[src/sv/ckas_pkg.sv]
// shared types and constants for the can keepalive supervisor
package ckas_pkg;

    localparam int unsigned TIME_W = 32;
    localparam int unsigned CFG_W  = 16;
    localparam int unsigned ID_W   = 29;

    localparam logic [ID_W-1:0]  KA_ID            = 29'h305;
    localparam logic [CFG_W-1:0] DEFAULT_INTERVAL = 16'd1000;

    localparam logic [CFG_W-1:0] INTERVAL_RESET = 16'd1000;
    localparam logic [CFG_W-1:0] RETRY_RESET    = 16'd0;
    localparam logic [CFG_W-1:0] TIMEOUT_RESET  = 16'd5000;

    typedef enum logic [1:0] {
        CMD_TICK  = 2'd0,
        CMD_FRAME = 2'd1,
        CMD_START = 2'd2
    } cmd_t;

    typedef enum logic [1:0] {
        REG_INTERVAL = 2'd0,
        REG_RETRY    = 2'd1,
        REG_TIMEOUT  = 2'd2
    } cfg_idx_t;

endpackage

[src/sv/can_keepalive_supervisor_core.sv]
// top level of the can keepalive supervisor: request register, link logic, result register
//
// channel   | group      | signals                        | content
// ----------+------------+--------------------------------+------------------------------------
// request   | s_axis_*   | tvalid tready tdata[63:0] tuser| cmd in tuser; time, frame in tdata
// result    | m_axis_*   | tvalid tready tdata[7:0]       | attempts, link ok, lost, seen
// config    | cfg_*      | we index[1:0] data[15:0]       | interval, retry, timeout
//
// one request per cycle sustained while results are taken; an accepted request is held in
// stage one, and its result is registered into stage two when stage two is free
// stage one holds the accepted request, stage two holds the result, state updates as a
// request moves from stage one to stage two
// a stalled result holds stage two; stage one still takes one more request behind it
// asynchronous active-low reset clears valids, link state and config to their defaults
module can_keepalive_supervisor_core
(
    input  logic        clk,
    input  logic        rst_n,

    input  logic        s_axis_tvalid,
    output logic        s_axis_tready,
    input  logic [63:0] s_axis_tdata,   // now_ms[31:0], frame_id[60:32], frame_extended[61],
                                        // frame_remote[62], tx_accept[63]
    input  logic [1:0]  s_axis_tuser,   // cmd[1:0]

    output logic        m_axis_tvalid,
    input  logic        m_axis_tready,
    output logic [7:0]  m_axis_tdata,   // send_attempts[1:0], link_ok[2], link_lost[3],
                                        // keepalive_seen[4], zero fill[7:5]

    input  logic        cfg_we,
    input  logic [1:0]  cfg_index,
    input  logic [15:0] cfg_data
);

    localparam int unsigned TW = ckas_pkg::TIME_W;
    localparam int unsigned CW = ckas_pkg::CFG_W;
    localparam int unsigned IW = ckas_pkg::ID_W;

    // configuration registers
    logic [CW-1:0] interval_reg;
    logic [CW-1:0] retry_reg;
    logic [CW-1:0] timeout_reg;

    // link state
    logic          running_reg;
    logic          running_next;
    logic          alive_reg;
    logic          alive_next;
    logic [TW-1:0] last_send_reg;
    logic [TW-1:0] last_send_next;
    logic [TW-1:0] last_rx_reg;
    logic [TW-1:0] last_rx_next;

    // stage one: accepted request
    logic              in_valid_reg;
    ckas_pkg::cmd_t    in_cmd_reg;
    logic [TW-1:0]     in_now_reg;
    logic [IW-1:0]     in_id_reg;
    logic              in_ext_reg;
    logic              in_rtr_reg;
    logic              in_accept_reg;

    // stage two: result
    logic              out_valid_reg;
    logic [1:0]        out_attempts_reg;
    logic              out_ok_reg;
    logic              out_lost_reg;
    logic              out_seen_reg;

    logic              advance;

    // computed result
    logic [1:0]        attempts;
    logic              lost;
    logic              seen;

    // stage two frees when empty or when the result is taken
    assign advance       = in_valid_reg && (!out_valid_reg || m_axis_tready);
    assign s_axis_tready = !in_valid_reg || advance;

    // config writes, out of range index ignored
    always_ff @(posedge clk or negedge rst_n)
    begin
        if (!rst_n)
        begin
            interval_reg <= ckas_pkg::INTERVAL_RESET;
            retry_reg    <= ckas_pkg::RETRY_RESET;
            timeout_reg  <= ckas_pkg::TIMEOUT_RESET;
        end
        else if (cfg_we)
        begin
            unique case (cfg_index)
                ckas_pkg::REG_INTERVAL: interval_reg <= cfg_data;
                ckas_pkg::REG_RETRY:    retry_reg    <= cfg_data;
                ckas_pkg::REG_TIMEOUT:  timeout_reg  <= cfg_data;
                default: ;
            endcase
        end
    end

    // request register
    always_ff @(posedge clk or negedge rst_n)
    begin
        if (!rst_n)
        begin
            in_valid_reg <= 1'b0;
        end
        else if (s_axis_tready)
        begin
            in_valid_reg <= s_axis_tvalid;
        end
    end

    always_ff @(posedge clk)
    begin
        if (s_axis_tvalid && s_axis_tready)
        begin
            in_cmd_reg    <= ckas_pkg::cmd_t'(s_axis_tuser);
            in_now_reg    <= s_axis_tdata[31:0];
            in_id_reg     <= s_axis_tdata[60:32];
            in_ext_reg    <= s_axis_tdata[61];
            in_rtr_reg    <= s_axis_tdata[62];
            in_accept_reg <= s_axis_tdata[63];
        end
    end

    // link logic for the request in stage one
    always_comb
    begin
        logic [CW-1:0] eff_iv;
        logic [CW-1:0] tick_iv;
        logic [TW-1:0] since_send;
        logic [TW-1:0] since_rx;
        logic          send_a;
        logic          send_b;

        eff_iv     = (interval_reg == '0) ? ckas_pkg::DEFAULT_INTERVAL : interval_reg;
        tick_iv    = (!alive_reg && retry_reg != '0 && retry_reg < eff_iv) ? retry_reg : eff_iv;
        since_send = in_now_reg - last_send_reg;
        since_rx   = in_now_reg - last_rx_reg;
        send_a     = 1'b0;
        send_b     = 1'b0;
        lost       = 1'b0;
        seen       = 1'b0;

        running_next   = running_reg;
        alive_next     = alive_reg;
        last_send_next = last_send_reg;
        last_rx_next   = last_rx_reg;

        unique case (in_cmd_reg)
            ckas_pkg::CMD_START:
            begin
                if (!running_reg)
                begin
                    running_next   = 1'b1;
                    alive_next     = 1'b0;
                    last_rx_next   = in_now_reg;
                    // backdate by one interval, clamp at zero
                    last_send_next = (in_now_reg >= {{(TW-CW){1'b0}}, eff_iv}) ?
                                     in_now_reg - {{(TW-CW){1'b0}}, eff_iv} : '0;
                end
                send_a = 1'b1;
            end
            ckas_pkg::CMD_FRAME:
            begin
                if (running_reg && !in_ext_reg && in_id_reg == ckas_pkg::KA_ID)
                begin
                    seen         = 1'b1;
                    last_rx_next = in_now_reg;
                    alive_next   = 1'b1;
                    send_a       = in_rtr_reg;
                end
            end
            ckas_pkg::CMD_TICK:
            begin
                if (running_reg)
                begin
                    send_a = (since_send >= {{(TW-CW){1'b0}}, tick_iv});
                    if (alive_reg && timeout_reg != '0 &&
                        since_rx > {{(TW-CW){1'b0}}, timeout_reg})
                    begin
                        alive_next = 1'b0;
                        lost       = 1'b1;
                        send_b     = 1'b1;
                    end
                end
            end
            default: ;
        endcase

        // every send stamps the send time once the transmitter takes it
        if ((send_a || send_b) && in_accept_reg)
        begin
            last_send_next = in_now_reg;
        end
        attempts = {1'b0, send_a} + {1'b0, send_b};
    end

    // state update as the request moves into the result stage
    always_ff @(posedge clk or negedge rst_n)
    begin
        if (!rst_n)
        begin
            running_reg   <= 1'b0;
            alive_reg     <= 1'b0;
            last_send_reg <= '0;
            last_rx_reg   <= '0;
        end
        else if (advance)
        begin
            running_reg   <= running_next;
            alive_reg     <= alive_next;
            last_send_reg <= last_send_next;
            last_rx_reg   <= last_rx_next;
        end
    end

    // result register
    always_ff @(posedge clk or negedge rst_n)
    begin
        if (!rst_n)
        begin
            out_valid_reg <= 1'b0;
        end
        else if (!out_valid_reg || m_axis_tready)
        begin
            out_valid_reg <= in_valid_reg;
        end
    end

    always_ff @(posedge clk)
    begin
        if (advance)
        begin
            out_attempts_reg <= attempts;
            out_ok_reg       <= alive_next;
            out_lost_reg     <= lost;
            out_seen_reg     <= seen;
        end
    end

    assign m_axis_tvalid = out_valid_reg;
    assign m_axis_tdata  = {3'b000, out_seen_reg, out_lost_reg, out_ok_reg, out_attempts_reg};

`ifndef SYNTHESIS
    // a lost link always drops link ok and sends a keepalive
    assert property (@(posedge clk) disable iff (!rst_n)
        (m_axis_tvalid && out_lost_reg) |-> (!out_ok_reg && out_attempts_reg != 2'd0))
        else $error("link lost without drop or send");

    // a matched keepalive frame leaves the link ok
    assert property (@(posedge clk) disable iff (!rst_n)
        (m_axis_tvalid && out_seen_reg) |-> out_ok_reg)
        else $error("keepalive seen but link not ok");

    // once started the supervisor stays running until reset
    assert property (@(posedge clk) disable iff (!rst_n)
        running_reg |=> running_reg)
        else $error("running dropped without reset");

    // state only changes when a request moves to the result stage
    assert property (@(posedge clk) disable iff (!rst_n)
        !advance |=> ($stable(alive_reg) && $stable(last_send_reg) && $stable(last_rx_reg)))
        else $error("link state changed without a request");
`endif

endmodule

[config.mk]
export PLATFORM = sky130hd
export DESIGN_NAME = can_keepalive_supervisor_core
export DESIGN_NICKNAME = d
export VERILOG_FILES = /design/src/sv/ckas_pkg.sv /design/src/sv/can_keepalive_supervisor_core.sv
export SDC_FILE = /design/constraint.sdc
export NUM_CORES = 1
export LEC_CHECK = 0
export ABC_AREA = 1
export ABC_CLOCK_PERIOD_IN_PS = 6500
export BUFFER_PORTS_ARGS = -buffer_cell sky130_fd_sc_hd__buf_2
export CORE_ASPECT_RATIO = 0.6
export CORE_MARGIN = 8
export CORE_UTILIZATION = 48
export DETAILED_ROUTE_END_ITERATION = 10
export PLACE_DENSITY_LB_ADDON = 0.2
export SYNTH_ARGS = -nofsm -noshare
export SYNTH_HDL_FRONTEND = slang
export SYNTH_SLANG_ARGS = --single-unit
export TNS_END_PERCENT = 20
[constraint.sdc]
create_clock -name clk -period 6.5 [get_ports clk]
set_input_delay 0.65 -clock clk [delete_from_list [all_inputs] [get_ports clk]]
set_output_delay 0.65 -clock clk [all_outputs]
set_load 0.01 [all_outputs]
Word-level counts from Yosys, hierarchy flattened
Cells that the tools add are included.

Register bits after elaboration: 187. Output and inout port bits: 10.

Magnitude comparators: 4. Reductions and logical operators: 29. Equality and inequality tests: 8. $add $sub $neg: 4. Multiplexer cells: 21.

Operators with widths (count): $mux 32 (6); $ge 32x16->1 (2); $pmux 32 s2 (1); $sub 32x32->32 (2); $gt 32x16->1 (1); $mux 16 (2); $reduce_bool 16->1 (2); $sub 32x16->32 (1); $eq 29x10->1 const B (1); $logic_not 16->1 (1); $lt 16x16->1 (1); $mux 1 (10); $logic_and 1x1->1 (9); $reduce_and 2->1 (4); $pmux 1 s3 (2); $eq 2x1->1 const B (2); $eq 2x2->1 const B (2); $logic_not 1->1 (4); $logic_not 2->1 (2); $ne 2x2->1 const B (2); $reduce_and 4->1 (1); $reduce_bool 2->1 (2); $logic_or 1x1->1 (3); $reduce_and 3->1 (1); 2 further kinds (2).

Depth between registers and ports, before layout
Gate-level depths: netlist (run 1).

Depth in word-level cells: 12. Depth in mapped cells: 35.

Least setup slack after synthesis (run 1)
Ideal clock, no wire load.

Path type: register to register. From: register interval_reg[1]. To: register last_send_reg[29]. Arrival time: 5.167 ns. Required time: 6.417 ns. Stages on the path, launching flop included: 35. Path buffers: 2. Setup slack: 1.250 ns. Cells stage by stage: dfrtp_1 -> inv_1 -> nand3_1 -> nor4b_1 -> nor2_1 -> ha_1 -> a21oi_1 -> or2_2 -> a21oi_1 -> a2111oi_0 -> nand4_1 -> clkbuf_1 -> nand2_1 -> o21ai_0 -> ha_1 -> inv_1 -> nor2_1 -> nor2_1 -> nor3_1 -> o21ai_0 -> nand2_1 -> a221oi_1 -> nand4_1 -> nand3_1 -> nand2_1 -> nand2_1 -> ha_1 -> nor2_1 -> inv_1 -> o21ai_2 -> inv_2 -> nor2_4 -> buf_8 -> nand2_1 -> o22ai_1.

Longest elaborated chain between the ends: 12.

RTL lines: start, declared (RTL line can_keepalive_supervisor_core.sv:41) `logic [CW-1:0] interval_reg;`; start signal, assigned (RTL line can_keepalive_supervisor_core.sv:87) `interval_reg <= ckas_pkg::INTERVAL_RESET;`; start signal, assigned (RTL line can_keepalive_supervisor_core.sv:94) `ckas_pkg::REG_INTERVAL: interval_reg <= cfg_data;`; $logic_not 16->1 (RTL line can_keepalive_supervisor_core.sv:138) `eff_iv = (interval_reg == '0) ? ckas_pkg::DEFAULT_INTERVAL : interval_reg;`; $mux 16 (*) (RTL line can_keepalive_supervisor_core.sv:138); $lt 16x16->1 (RTL line can_keepalive_supervisor_core.sv:139) `tick_iv = (!alive_reg && retry_reg != '0 && retry_reg < eff_iv) ? retry_reg : eff_iv;`; $logic_and 1x1->1 (RTL line can_keepalive_supervisor_core.sv:139); $mux 16 (RTL line can_keepalive_supervisor_core.sv:139); $ge 32x16->1 (RTL line can_keepalive_supervisor_core.sv:180) `send_a = (since_send >= {{(TW-CW){1'b0}}, tick_iv});`; $mux 1 (RTL line can_keepalive_supervisor_core.sv:178) `if (running_reg)`; $pmux 1 s3 (RTL line can_keepalive_supervisor_core.sv:152) `unique case (in_cmd_reg)`; $logic_or 1x1->1 (RTL line can_keepalive_supervisor_core.sv:194) `if ((send_a || send_b) && in_accept_reg)`; $logic_and 1x1->1 (RTL line can_keepalive_supervisor_core.sv:194); $ne 2x1->1 (no line) or $reduce_bool 2->1 (tied branches); $reduce_and 3->1 (no line); end signal, assigned (RTL line can_keepalive_supervisor_core.sv:215) `last_send_reg <= last_send_next;`; end, declared (RTL line can_keepalive_supervisor_core.sv:50) `logic [TW-1:0] last_send_reg;`.

Every way passes the cells marked *; elsewhere a longest branch is shown, timed or not. The select of a mux whose other input is x is not followed. A chain may end at the register's enable or synchronous reset.

Final worst setup path (run 1)
From: register interval_reg[1]. To: register last_send_reg[0].

Same word-level chain as after synthesis.

==> out/summary.txt, run 1 <==
CTS HTree Levels -> 4
Die H -> 150.4 µm
Fin crit share -> 0.9067
Slew Limit Fails -> 0
Pin count of the biggest net entering global routing -> 64
Maximum clock frequency -> 169.7 MHz
Final Hold Viols -> 0
Die width -> 240.1 µm
CP required -> 6.85 ns
Dpl ws -> 0.3041 ns
TritonCTS clock tree -> yes
Largest delay share family, worst path -> simple AND/OR/NAND/NOR gates
Syn Inst Count -> 2048
Initial antenna violation count -> 2
CP max FO -> 32
Met2 Use GR -> 0.3409
Final worst-path setup slack -> 0.6065 ns
Top FF cell, synth -> dfrtp_1
Fin cells -> 2565
Total gr overflow -> 0
Die area -> 36120 µm²
Fraction of layout cells with a size suffix above 1 -> 0.1002
Total GRT Usage -> 0.2451
Vias in the first global route -> 12.58k
CP bufs+invs -> 9
Final core occ -> 0.5371
Detailed Route Iter0 Violations -> 1134
GP Congestion -> 0.9404
Avg WL per Cell -> 16.98 µm
Max transition margin -> 0.3018
Max Root-Sink Buffers -> 2
Row Count -> 49
CP arrival -> 6.24 ns
CP Capture Type -> flip-flop
PortBufs -> 95
YS warnings -> 0
TritonCTS Buffers -> 17
Pwr Density -> 312.8 nW/µm²
GRT Max-Usage Layer -> met1
Placed cells -> 2530
Top post-synthesis cells by area -> dfrtp_1 18%, nand2_1 17%, edfxtp_1 15%, ha_1 11%, inv_1 9.3%
Crit path kind -> reg -> reg
Mapped Area -> 14460 µm²
CTS sink cnt -> 187
EDFF count, synth -> 71
Worst-skew pair later-pin latency -> 0.46 ns
Min-Delay Path Class -> in -> async
Max Cap Viol -> 0
DRT Pass-1 Iters -> 5
Wirelength, routed -> 43550 µm
Total power -> 5.006 mW
Synth cell types -> 60
FF-to-FF End -> last_send_reg[0]$_DFFE_PN0P_
Post-route ant nets -> 0
Root buf cell -> clkbuf_16
Met3 GRT Util -> 0.07678
Leakage -> 8.511 nW
Outcome -> completed
Crit-path slowest cell -> dfrtp_1
FF+latch count, synth -> 187
Post-synthesis async set-or-reset flop share -> 0.6203
Seq/Total Area, Yosys -> 0.3492
DRC errors left -> 0
M1 GR Usage -> 0.3645
Synth-to-layout area growth -> 10.68%
Vias/cell -> 5.224
Worst flop-to-flop path startpoint -> interval_reg[1]$_DFFE_PN0P_
DPL Wire Length -> 35680 µm
Post-synth top area share -> 0.1817
Worst slew pin tran -> 1.044 ns
CORE AREA -> 29800 µm²
Flop2flop setup slack -> 0.61 ns
Vias -> 13.40k
I/O pin cnt -> 99
First-pass GRT wire length -> 68630 µm
Final #Nets -> 2361
Initial Util -> 0.4853
R2R cell count -> 34
Startpoint Class -> flip-flop
Worst clock skew -> 0.01439 ns
Min cycle time layout -> 5.894 ns
Max VDD drop -> 0.0002122 V
Syn_area_per_cell -> 7.060 µm²
Cell taking the most area after synthesis -> dfrtp_1
Final setup viols -> 0
Worst-path clk slew -> 0.08 ns
Max incr delay on CP -> 0.38 ns
-- cell usage in the layout, fill, tap and decap left out, types with 7 or more instances in the layout --
cell type / synthesis / routed
o21ai_0: 120 / 120
inv_2: 9 / 9
xnor2_1: 8 / 8
buf_2: 3 / 94
or2_2: 7 / 7
nor4_1: 15 / 15
dfstp_2: 11 / 11
clkbuf_16: 0 / 17
nor3_1: 18 / 17
o22ai_1: 7 / 7
nor2_2: 11 / 11
nand3_1: 88 / 88
inv_1: 359 / 358
nand3b_1: 8 / 8
nand4_1: 24 / 24
a21oi_1: 92 / 92
nand3_2: 7 / 7
edfxtp_1: 71 / 71
nand2_2: 8 / 9
ha_1: 127 / 127
xor2_1: 42 / 42
nor2_1: 144 / 144
dfrtp_1: 105 / 105
buf_4: 6 / 11
a22oi_1: 12 / 12
nand2_1: 661 / 660
-- Yosys cell counts, drive strengths merged, types with 2 or more instances --
cell,n
and2,3
edfxtp,71
nand2,669
and3,2
nor4,16
clkbuf,21
xnor2,8
a22oi,12
buf,11
or2,9
a21oi,94
ha,127
nand3,95
a21o,4
nor3,24
inv,368
dfrtp,105
o22ai,8
fa,3
o211ai,2
dfstp,11
o21bai,4
o21a,5
nand4,25
nor2,157
o21ai,131
nand3b,8
xor2,42
-- through the flow --
step            TNS (ns)  cell area (µm²)  hold slack [ns]
3_3_place_gp           0            15350           0.4724
2_1_floorplan          0            14470           0.3544
4_1_cts                0            15950           0.2912
5_1_grt        -0.006728            16000           0.3272
3_5_place_dp           0            15350           0.4745
6_report               0            16000           0.2694
-- cell families (layout without fill, tap and decap cells) --
family                   Yosys count  count (layout)  synth area share
flip-flops                       187             187            0.3492
multiplexers                       1               1         0.0007788
AO/OA/AOI/OAI                    266             266            0.1016
buffers and inverters            402             507            0.1086
adder cells (fa/ha/maj)          130             130            0.1141
AND/OR/NAND/NOR                 1011            1011            0.2953
XOR/XNOR                          50              50           0.03029
other                              1               5         0.0002594
-- power by group --
part	internal [mW]	switching, mW	leakage, nW	total (mW)
Clock	0.552	0.535	0.297	1.09
Sequential	1.42	0.121	1.98	1.54
Combinational	0.826	1.56	6.24	2.38
-- timing repair --
action / CTS / global route
buffers inserted: 0 / 1
resized for setup: 0 / 7
endpoints found under the setup margin: 0 / 32
hold endpoints to repair: 0 / 0
hold buffers: 0 / 0
-- worst max path at each step --
stage / start / end / slack [ns] / depth (start not counted)
2_1_floorplan: interval_reg[1]$_DFFE_PN0P_ / last_send_reg[29]$_DFFE_PN0P_ / 1.25 / 34
3_3_place_gp: interval_reg[1]$_DFFE_PN0P_ / last_send_reg[27]$_DFFE_PN0P_ / 0.65 / 33
3_5_place_dp: interval_reg[1]$_DFFE_PN0P_ / last_send_reg[30]$_DFFE_PN0P_ / 0.30 / 33
4_1_cts: interval_reg[1]$_DFFE_PN0P_ / last_send_reg[24]$_DFFE_PN0P_ / 0.23 / 33
5_1_grt: interval_reg[1]$_DFFE_PN0P_ / last_send_reg[30]$_DFFE_PN0P_ / -0.007 / 34
6_report: interval_reg[1]$_DFFE_PN0P_ / last_send_reg[0]$_DFFE_PN0P_ / 0.61 / 34
-- layer usage --
metal | wire length (µm) | part of all wire
met3 | 4064 | 0.093
met1 | 21570 | 0.50
met4 | 553 | 0.013
met2 | 17330 | 0.40
met5 | 27 | 0.00062
-- final cells by class --
cell class,count,area (µm²)
tap,408,510.5
timing repair buffer,106,573.1
antenna,2,5.005
clock inverter,15,178.9
clock buffer,17,425.4
fill,2966,13790
inverter,369,1388
multi-input combinational,1461,7874
sequential,187,5049
No activity file was read; power rests on OpenSTA's default activity.
==> run 2: changes to the inputs <==
- MAX_ROUTING_LAYER: default -> met4
==> out/summary.txt, run 2 (synthesis gave the netlist of run 1 again) <==
Pwr Density -> 312.4 nW/µm²
CORE AREA -> 29800 µm²
Final Hold Viols -> 0
Crit-path slowest cell -> dfrtp_1
Worst-skew pair later-pin latency -> 0.46 ns
CP required -> 6.87 ns
Die H -> 150.4 µm
Slew Limit Fails -> 0
Final setup viols -> 0
Placed cells -> 2530
First-pass GRT wire length -> 68410 µm
Hold_buf cts -> 0
Die width -> 240.1 µm
Cell area after layout -> 15990 µm²
DRC errors left -> 0
Pin count of the biggest net entering global routing -> 64
Post-route ant nets -> 0
Worst slew pin tran -> 1.047 ns
Most common cell after layout, fill and taps aside -> nand2_1
DRT Pass-1 Iters -> 5
Total gr overflow -> 0
Avg WL per Cell -> 16.88 µm
ANT cells -> 0
Root buf cell -> clkbuf_16
Outcome -> completed
Wirelength, routed -> 43270 µm
Fin cells -> 2563
Max transition margin -> 0.3003
Worst clock skew -> 0.01308 ns
Final #Nets -> 2361
Crit path kind -> reg -> reg
Min-Delay Path Class -> in -> async
Initial antenna violation count -> 1
PortBufs -> 95
Commonest cells after routing, fill and taps aside -> 660 x nand2_1, 358 x inv_1, 144 x nor2_1, 127 x ha_1, 120 x o21ai_0
Flop2flop setup slack -> 0.42 ns
Max Root-Sink Buffers -> 2
CP Capture Type -> flip-flop
Startpoint Class -> flip-flop
Die area -> 36120 µm²
Max incr delay on CP -> 0.38 ns
Max Cap Viol -> 0
Fraction of layout cells with a size suffix above 1 -> 0.09930
CTS HTree Levels -> 4
GP Congestion -> 0.9958
CP most frequent cell -> nand2_1
Worst flop-to-flop path startpoint -> interval_reg[1]$_DFFE_PN0P_
Row Count -> 49
TritonCTS Buffers -> 17
R2R cell count -> 34
I/O pin cnt -> 99
Initial Util -> 0.4853
Vias -> 13.33k
Fin crit share -> 0.9358
RSZ-0062 raised after global routing -> yes
Synth-to-layout area growth -> 10.59%
TritonCTS clock tree -> yes
Cell Area, Placed -> 15350 µm²
Total GRT Usage -> 0.2501
CTS sink cnt -> 187
CP arrival -> 6.46 ns
Maximum clock frequency -> 164.4 MHz
Vias/cell -> 5.199
Min cycle time layout -> 6.083 ns
Detailed Route Iter0 Violations -> 1265
Worst-path clk slew -> 0.08 ns
Leakage -> 8.507 nW
Fin Setup TNS -> 0 ns
CP max FO -> 32
DPL Wire Length -> 35510 µm
Crit path from -> interval_reg[1]$_DFFE_PN0P_
Max VDD drop -> 0.0001761 V
Vias in the first global route -> 12.68k
FF-to-FF End -> last_send_reg[29]$_DFFE_PN0P_
-- run 2: cell types whose count changed in the layout (fill, tap and decap cells not counted), sizes merged --
cell / change
bufinv: -1
diode: -2
clkbuf: +1
-- run 2: worst max path at each step --
stage                                         end  slack, ns
floorplan           last_send_reg[29]$_DFFE_PN0P_       1.25
global placement    last_send_reg[27]$_DFFE_PN0P_       0.67
detailed placement  last_send_reg[29]$_DFFE_PN0P_       0.45
CTS                 last_send_reg[29]$_DFFE_PN0P_       0.38
global route        last_send_reg[26]$_DFFE_PN0P_      -0.02
finish              last_send_reg[29]$_DFFE_PN0P_       0.42
-- run 2: area by class of cell --
class,instances,area (µm²)
clock buffers,18,439.2
well taps,408,510.5
inverters,369,1388
flip-flops and latches,187,5049
fillers,3010,13810
multi-input cells,1461,7863
repair buffers,106,576.8
clock inverters,14,165.2
-- run 2: what timing repair did --
item,in CTS,in global routing
setup endpoints to repair,0,29
setup buffers,0,1
gates resized for setup,0,6
-- run 2: per-stage QoR --
stage	hold slack (ns)	utilization	setup slack [ns]	total power, mW
floorplan	0.3544	-	1.250	3.197
global placement	0.4700	0.5151	0.6711	3.824
detailed placement	0.4739	0.5151	0.4520	3.863
CTS	0.3145	0.5354	0.3800	4.954
global route	0.3424	0.5367	-0.02327	5.394
finish	0.2969	0.5367	0.4174	4.996
-- run 2: power by group --
group          internal, mW  switching (mW)  total [mW]  leakage (nW)
clock network         0.531           0.545        1.08         0.295
registers              1.41           0.122        1.54          1.98
logic                 0.827            1.56        2.38          6.24
total                  2.77            2.22        5.00          8.51
-- run 2: worst max-delay path: cells and delay by family (launching register included) --
kind	cells	cell delay, ns
AOI/OAI and AO/OA	7	1.11
adders and majority gates	3	0.78
buffers and inverters	8	1.44
DFF	1	0.38
and+or+nand+nor	16	2.26
-- run 2: routing by layer --
metal,routed length [µm],track usage
met2,17100,0.3394
met1,21450,0.3564
met5,0,-
met4,553,0.05079
met3,4165,0.08391
